$ cat src/rtl/core/cpss_pkg.sv
// Shared types and constants for the segment-to-segment closest point pipeline.
`timescale 1ns / 1ps
package cpss_pkg;

    localparam int CW     = 32;
    localparam int FB     = 16;
    localparam int DW     = CW + 1;
    localparam int DOTW   = 2 * DW + 1;
    localparam int PW     = FB + 1;
    localparam int GW     = 63;
    localparam int THR_W  = 32;
    localparam int MUL_CH = 17;

    localparam logic [THR_W-1:0] THR_RESET = THR_W'(512);
    localparam logic [PW-1:0]    PARAM_ONE = {1'b1, {FB{1'b0}}};
    localparam logic [GW-1:0]    GAP_MAX   = {GW{1'b1}};

    localparam logic [1:0] SEL_ZERO = 2'd0;
    localparam logic [1:0] SEL_DIV  = 2'd1;
    localparam logic [1:0] SEL_PASS = 2'd2;
    localparam logic [1:0] SEL_ONE  = 2'd3;

    typedef struct packed {
        logic signed [CW-1:0] a_start_x;
        logic signed [CW-1:0] a_start_y;
        logic signed [CW-1:0] a_end_x;
        logic signed [CW-1:0] a_end_y;
        logic signed [CW-1:0] b_start_x;
        logic signed [CW-1:0] b_start_y;
        logic signed [CW-1:0] b_end_x;
        logic signed [CW-1:0] b_end_y;
    } t_seg_pair;

    typedef struct packed {
        logic [PW-1:0]        param_s;
        logic [PW-1:0]        param_t;
        logic signed [CW-1:0] near_a_x;
        logic signed [CW-1:0] near_a_y;
        logic signed [CW-1:0] near_b_x;
        logic signed [CW-1:0] near_b_y;
        logic [GW-1:0]        gap_squared;
    } t_closest;

endpackage

$ cat src/rtl/core/cpss_div.sv
// Pipelined clamped fraction divider, one quotient bit per stage.
`timescale 1ns / 1ps
module cpss_div import cpss_pkg::*; #(
    parameter int W = 69
) (
    input  logic                i_clk,
    input  logic                i_en,
    input  logic signed [W-1:0] i_num,
    input  logic signed [W-1:0] i_den,
    output logic [PW-1:0]       o_q
);
    logic [W:0]    r_rem [FB+1];
    logic [W-1:0]  r_den [FB+1];
    logic [FB-1:0] r_q   [FB+1];
    logic          r_fix [FB+1];
    logic          r_one [FB+1];

    always_ff @(posedge i_clk) begin
        if (i_en) begin
            r_rem[0] <= {1'b0, i_num};
            r_den[0] <= i_den;
            r_q[0]   <= '0;
            r_fix[0] <= (i_num <= 0) || (i_num >= i_den);
            r_one[0] <= (i_num > 0) && (i_num >= i_den);
        end
    end

    for (genvar j = 1; j <= FB; j++) begin : g_step
        logic [W:0]   s_sh;
        logic [W+1:0] s_diff;
        logic         s_take;
        assign s_sh   = {r_rem[j-1][W-1:0], 1'b0};
        assign s_diff = {1'b0, s_sh} - {2'b00, r_den[j-1]};
        assign s_take = !s_diff[W+1];
        always_ff @(posedge i_clk) begin
            if (i_en) begin
                r_rem[j] <= s_take ? s_diff[W:0] : s_sh;
                r_den[j] <= r_den[j-1];
                r_q[j]   <= {r_q[j-1][FB-2:0], s_take};
                r_fix[j] <= r_fix[j-1];
                r_one[j] <= r_one[j-1];
            end
        end
    end

    assign o_q = r_fix[FB] ? (r_one[FB] ? PARAM_ONE : '0) : {1'b0, r_q[FB]};

endmodule

$ cat config.mk
export PLATFORM = sky130hd
export DESIGN_NAME = cpss_div
export DESIGN_NICKNAME = d
export VERILOG_FILES = /design/src/rtl/core/cpss_pkg.sv /design/src/rtl/core/cpss_div.sv
export SDC_FILE = /design/constraint.sdc
export NUM_CORES = 2
export LEC_CHECK = 0
export ABC_CLOCK_PERIOD_IN_PS = 9430
export BUFFER_PORTS_ARGS = -buffer_cell sky130_fd_sc_hd__buf_2
export CAP_MARGIN = 10
export CORE_UTILIZATION = 50
export CTS_CLUSTER_SIZE = 8
export DETAILED_ROUTE_END_ITERATION = 8
export GPL_ROUTABILITY_DRIVEN = 0
export HOLD_SLACK_MARGIN = 0.15
export PLACE_DENSITY = 0.65
export SLEW_MARGIN = 20
export SYNTH_ARGS = -nofsm -noshare
export SYNTH_HDL_FRONTEND = slang
export SYNTH_SLANG_ARGS = --single-unit
$ cat constraint.sdc
create_clock -name i_clk -period 9.43 [get_ports i_clk]
set_input_delay 0.943 -clock i_clk [delete_from_list [all_inputs] [get_ports i_clk]]
set_output_delay 0.943 -clock i_clk [all_outputs]
set_load 0.05 [all_outputs]
---- Word-level counts from Yosys, hierarchy flattened ----
Memories as Yosys holds them, arrays and structs flattened.
Cells that the tools add are included.
cells by class
  $add $sub $neg .......................... 16
  $lt $le $gt $ge ......................... 3
  mux-type cells .......................... 20
  reduce and logical (&&, ||, !) cells .... 18
operators by type and width
  kind                                                                                count
  70-bit by 69-bit subtractor with 71-bit output                                      16
  70-bit two-way mux                                                                  16
  69-bit >= comparator                                                                1
  69-bit by 1-bit greater-than comparator with 1-bit output (second input constant)   1
  69-bit by 1-bit less-or-equal comparator with 1-bit output (second input constant)  1
  17-bit two-way mux                                                                  2
  1-bit zero test                                                                     16
  1-bit two-way mux                                                                   2
  1-bit logical AND                                                                   1
  1-bit logical OR                                                                    1
storage, ports and cells
  flip-flop bits (word level) ............. 0
  RAM bits ................................ 2669
  input port bits ......................... 140
  output and inout port bits .............. 17
  word-level logic and storage cells ...... 62
  memories ................................ 5
memories
  memory  words  width  read ports  clocked after memory_dff  write ports  RTL line        RTL
  r_rem   17     70     16          0                         17           cpss_div.sv:12  logic [W:0] r_rem [FB+1];
  r_den   17     69     16          0                         17           cpss_div.sv:13  logic [W-1:0] r_den [FB+1];
  r_q     17     16     17          0                         17           cpss_div.sv:14  logic [FB-1:0] r_q [FB+1];
  r_fix   17     1      17          0                         17           cpss_div.sv:15  logic r_fix [FB+1];
  r_one   17     1      17          0                         17           cpss_div.sv:16  logic r_one [FB+1];

---- Longest topological paths before layout ----
An unclocked memory read counts as a cell.
  word-level depth ........................ 3
  gate-level depth with buffers ........... 19
  depth with buffers taken out ............ 16

---- Least setup slack after synthesis ----
Ideal clock, no wire load.
  path kind ............................... flip-flop to flip-flop
  start ................................... memory r_rem[0][210] (netlist name)
  end ..................................... memory r_rem[0][283] (netlist name) (data pin)
  setup time .............................. 0.260 ns
  data arrival time ....................... 3.753 ns
  data required time ...................... 9.170 ns
  slack ................................... 5.417 ns
  stages on the path, launching flop included .. 16
  buffers on the path ..................... 1
  clock period less this slack ............ 4.013 ns
  path through ............................ edfxtp_1 -> inv_1 -> fa_1 -> nor2b_1 -> o31a_1 -> o22ai_1 -> o21ai_1 -> and3b_1 -> o2111ai_1 -> a21oi_1 -> o211ai_1 -> a2111oi_0 -> o21ai_1 -> o2111ai_2 -> buf_2 -> mux2_2
RTL lines
  item                RTL line
  start: declaration  cpss_div.sv:12

==> results.json <==
{
  "dp.cells": 17876,
  "p_per_area_nw_per_um2": 339,
  "cts_max_path_buffers": 4,
  "insertion_delay_ns": 0.88,
  "status": "completed",
  "hold_buffers": 0,
  "start_util_pct": 50.5,
  "fp.coreArea_um2": 289000,
  "grt_first_pass_wirelength_um": 484000,
  "cp_max_fo": 92,
  "rsz0062_at_grt": "false",
  "fill_cells": 24985,
  "dieHeight_um": 542,
  "synthesis.area_um2": 146000,
  "layout.cells.non_filler": 18259,
  "holdPathEnd": "r_den[0][61]$_DFFE_PP_",
  "synthXorXnorAreaFrac_pct": 5.66,
  "drt-vias-per-instance": 5.55,
  "cts_htree_levels": 5,
  "synth_nets": 15578,
  "synth-seq-cells": 2378,
  "synth.distinct_cells": 100,
  "antenna_found_initial": 2,
  "multi_input_area_um2": 67400,
  "met1_length_um": 133000,
  "synth_mux_area_share_pct": 1.23,
  "first_iter_violations": 5973,
  "wl_met3_um": 10400,
  "setup_slack_ns": 3.37,
  "routed_wl_um": 297000,
  "final-setup-viol-count": 0,
  "cts-root-buf": "clkbuf_16",
  "dr_wl_met2_um": 139000,
  "dr.max_layer_used": "met4",
  "grt_pass1_vias": 98506,
  "clkTransAtPathRegs_ns": 0.05,
  "reg2regPathDepth": 16,
  "die-area_um2": 294000,
  "syn_avg_cell_area_um2": 10.2,
  "clock.fmax_ghz": 0.165,
  "dp_slack_ns": 3.48,
  "vias": 101403,
  "synthArstFlopShare_pct": 0,
  "remaining_drc_errors": 0,
  "hold_ws_ns": 0.285,
  "cts_resized": 0,
  "synth-compound-area-share_pct": 18.2,
  "grt_max_degree": 185,
  "hp-class": "in -> reg",
  "worstPathArrival_ns": 6.65,
  "ir_drop_mv": 0.202,
  "fin_skew_ns": 0.0841,
  "hold_violations": 0,
  "worst_pin_slew_ns": 1.01,
  "dp_hpwl_um": 226000,
  "r2r_slack_ns": 3.37,
  "antenna_left": 0,
  "layout_commonest_cell": "edfxtp_1",
  "hold_depth": 1,
  "crit_path_end_kind": "register",
  "hold_start": "i_den[61]",
  "area_growth_syn_to_layout_pct": 9.28,
  "grt.total_usage_pct": 19.8,
  "tns_ns": 0,
  "ys_seq_area_share_pct": 48.9,
  "final_cell_mix": "2378 x edfxtp_1, 1427 x a21oi_1, 1392 x inv_1, 1236 x nand2_1, 1157 x ha_1",
  "drt-pass1-iter-count": 6,
  "fin_crit_sh_pct": 64.3,
  "synth-simple-area-share_pct": 10.9,
  "maxSlewViolCount": 0,
  "start_kind": "register",
  "reg2reg_to": "r_rem[0][984]$_DFFE_PP_",
  "area.sequential_um2": 71400,
  "synth_top_family_by_area": "compound AO/OA/AOI/OAI gates",
  "r2r_start": "r_rem[0][910]$_SDFFCE_PP0P_",
  "yosys_most_used_dff": "edfxtp_1",
  "min_period_ns": 6.06,
  "nNetsFinal": 15651,
  "routedWlPerCell_um": 16.3,
  "cts_setup_buffers": 0,
  "ios": 157,
  "synth_edf_count": 2378,
  "clock_sinks": 2378,
  "chipWidth_um": 542,
  "grt.overflow.total": 0,
  "critical_path_class": "reg -> reg",
  "relSlewSlack_pct": 32.2,
  "numCtsBuffers": 341,
  "io_buffers": 156,
  "synth_fa_ha_area_share_pct": 10.1,
  "required_ns": 10.02,
  "cts_tree": "done",
  "rows": 197,
  "final_area_um2": 159000,
  "drv_cap": 0,
  "post_dp_cell_area_um2": 150000,
  "yosys_warnings": 0,
  "drive_above_1_share_pct": 5.72,
  "leakagePower_nw": 66.6,
  "syn_inst": 14266
}
## worst max path at each step
stage | from | to | slack, ns
2_1_floorplan | r_rem[0][210]$_SDFFCE_PP0P_ | r_rem[0][283]$_DFFE_PP_ | 5.42
5_1_grt | r_rem[0][774]$_DFFE_PP_ | r_rem[0][864]$_DFFE_PP_ | 3.10
4_1_cts | r_rem[0][491]$_DFFE_PP_ | r_rem[0][564]$_DFFE_PP_ | 3.48
3_3_place_gp | r_rem[0][491]$_DFFE_PP_ | r_rem[0][564]$_DFFE_PP_ | 3.53
6_report | r_rem[0][910]$_SDFFCE_PP0P_ | r_rem[0][984]$_DFFE_PP_ | 3.37
3_5_place_dp | r_rem[0][491]$_DFFE_PP_ | r_rem[0][564]$_DFFE_PP_ | 3.48
## critical path, stage by stage (launching register included)
cell and delay, ns:
edfxtp_1 0.37, inv_1 0.08, fa_1 0.46, nor2b_1 0.18
o31a_1 0.21, o21ai_1 0.16, o21ai_0 0.60, a31oi_1 0.46
o311ai_1 0.79, a21oi_1 0.27, or4b_1 0.59, nand2_1 0.21
a21o_1 0.22, a41oi_4 0.12, buf_4 0.26, buf_4 0.37
mux2_2 0.38
## logic make-up (layout without fill, tap and decap cells)
kind of cell,count (synthesis),in the layout
other cells,0,3
flops,2378,2378
compound gates,4312,4312
xor+xnor,943,943
mux,160,160
simple gates,3407,3407
fa+ha+maj,1172,1172
buf+inv,1894,2004
## layer usage
| metal | vias up | track usage [%] |
|---|---|---|
| met5 | - | 0 |
| met3 | 813 | 1.96 |
| met1 | 46198 | 24.8 |
| li1 | 51992 | - |
| met4 | 0 | 9.74 |
| met2 | 2400 | 34.0 |
## registers in the layout (all words and copies together), names as in the netlist
signal and flops:
r_one 17, r_fix 17, r_q 136, r_rem 1104
r_den 1104
## through the flow
| stage | util [%] | total power (W) |
|---|---|---|
| global route | 55.1 | 0.0581 |
| floorplan | - | 0.0375 |
| CTS | 55.1 | 0.0542 |
| finish | 55.1 | 0.0540 |
| global placement | 52.0 | 0.0431 |
| detailed placement | 52.0 | 0.0433 |
## synth_stat cells (all sizes together) (146+ instances only)
library cell	instances	share of area, %
edfxtp	2378	49
a21oi	1430	4.9
inv	1395	3.6
nand2	1236	3.2
ha	1157	9.9
o21ai	1080	3.7
nor2	874	2.2
a21o	711	3.7
xnor2	500	3.0
xor2	443	2.7
clkbuf	393	1.0
nand4	262	1.1
nand3	177	0.61
nor2b	171	0.73
o21bai	168	0.86
nand2b	158	0.68
a31oi	154	0.67
mux2	153	1.2
o21a	146	0.75
## power breakdown
part / switching (W) / internal [W]
Sequential: 0.00160 / 0.0160
Clock: 0.00411 / 0.00645
Combinational: 0.0150 / 0.0108
## area by class of cell
cell class / count / share of cell area, %
well taps: 3880 / 3.04
flip-flops and latches: 2378 / 44.8
clock inverters: 15 / 0.133
clock buffers: 365 / 5.49
repair buffers: 228 / 0.964
inverters: 1396 / 3.29
multi-input cells: 9994 / 42.3
diodes: 3 / 0.00471
No activity file was read; power rests on OpenSTA's default activity.
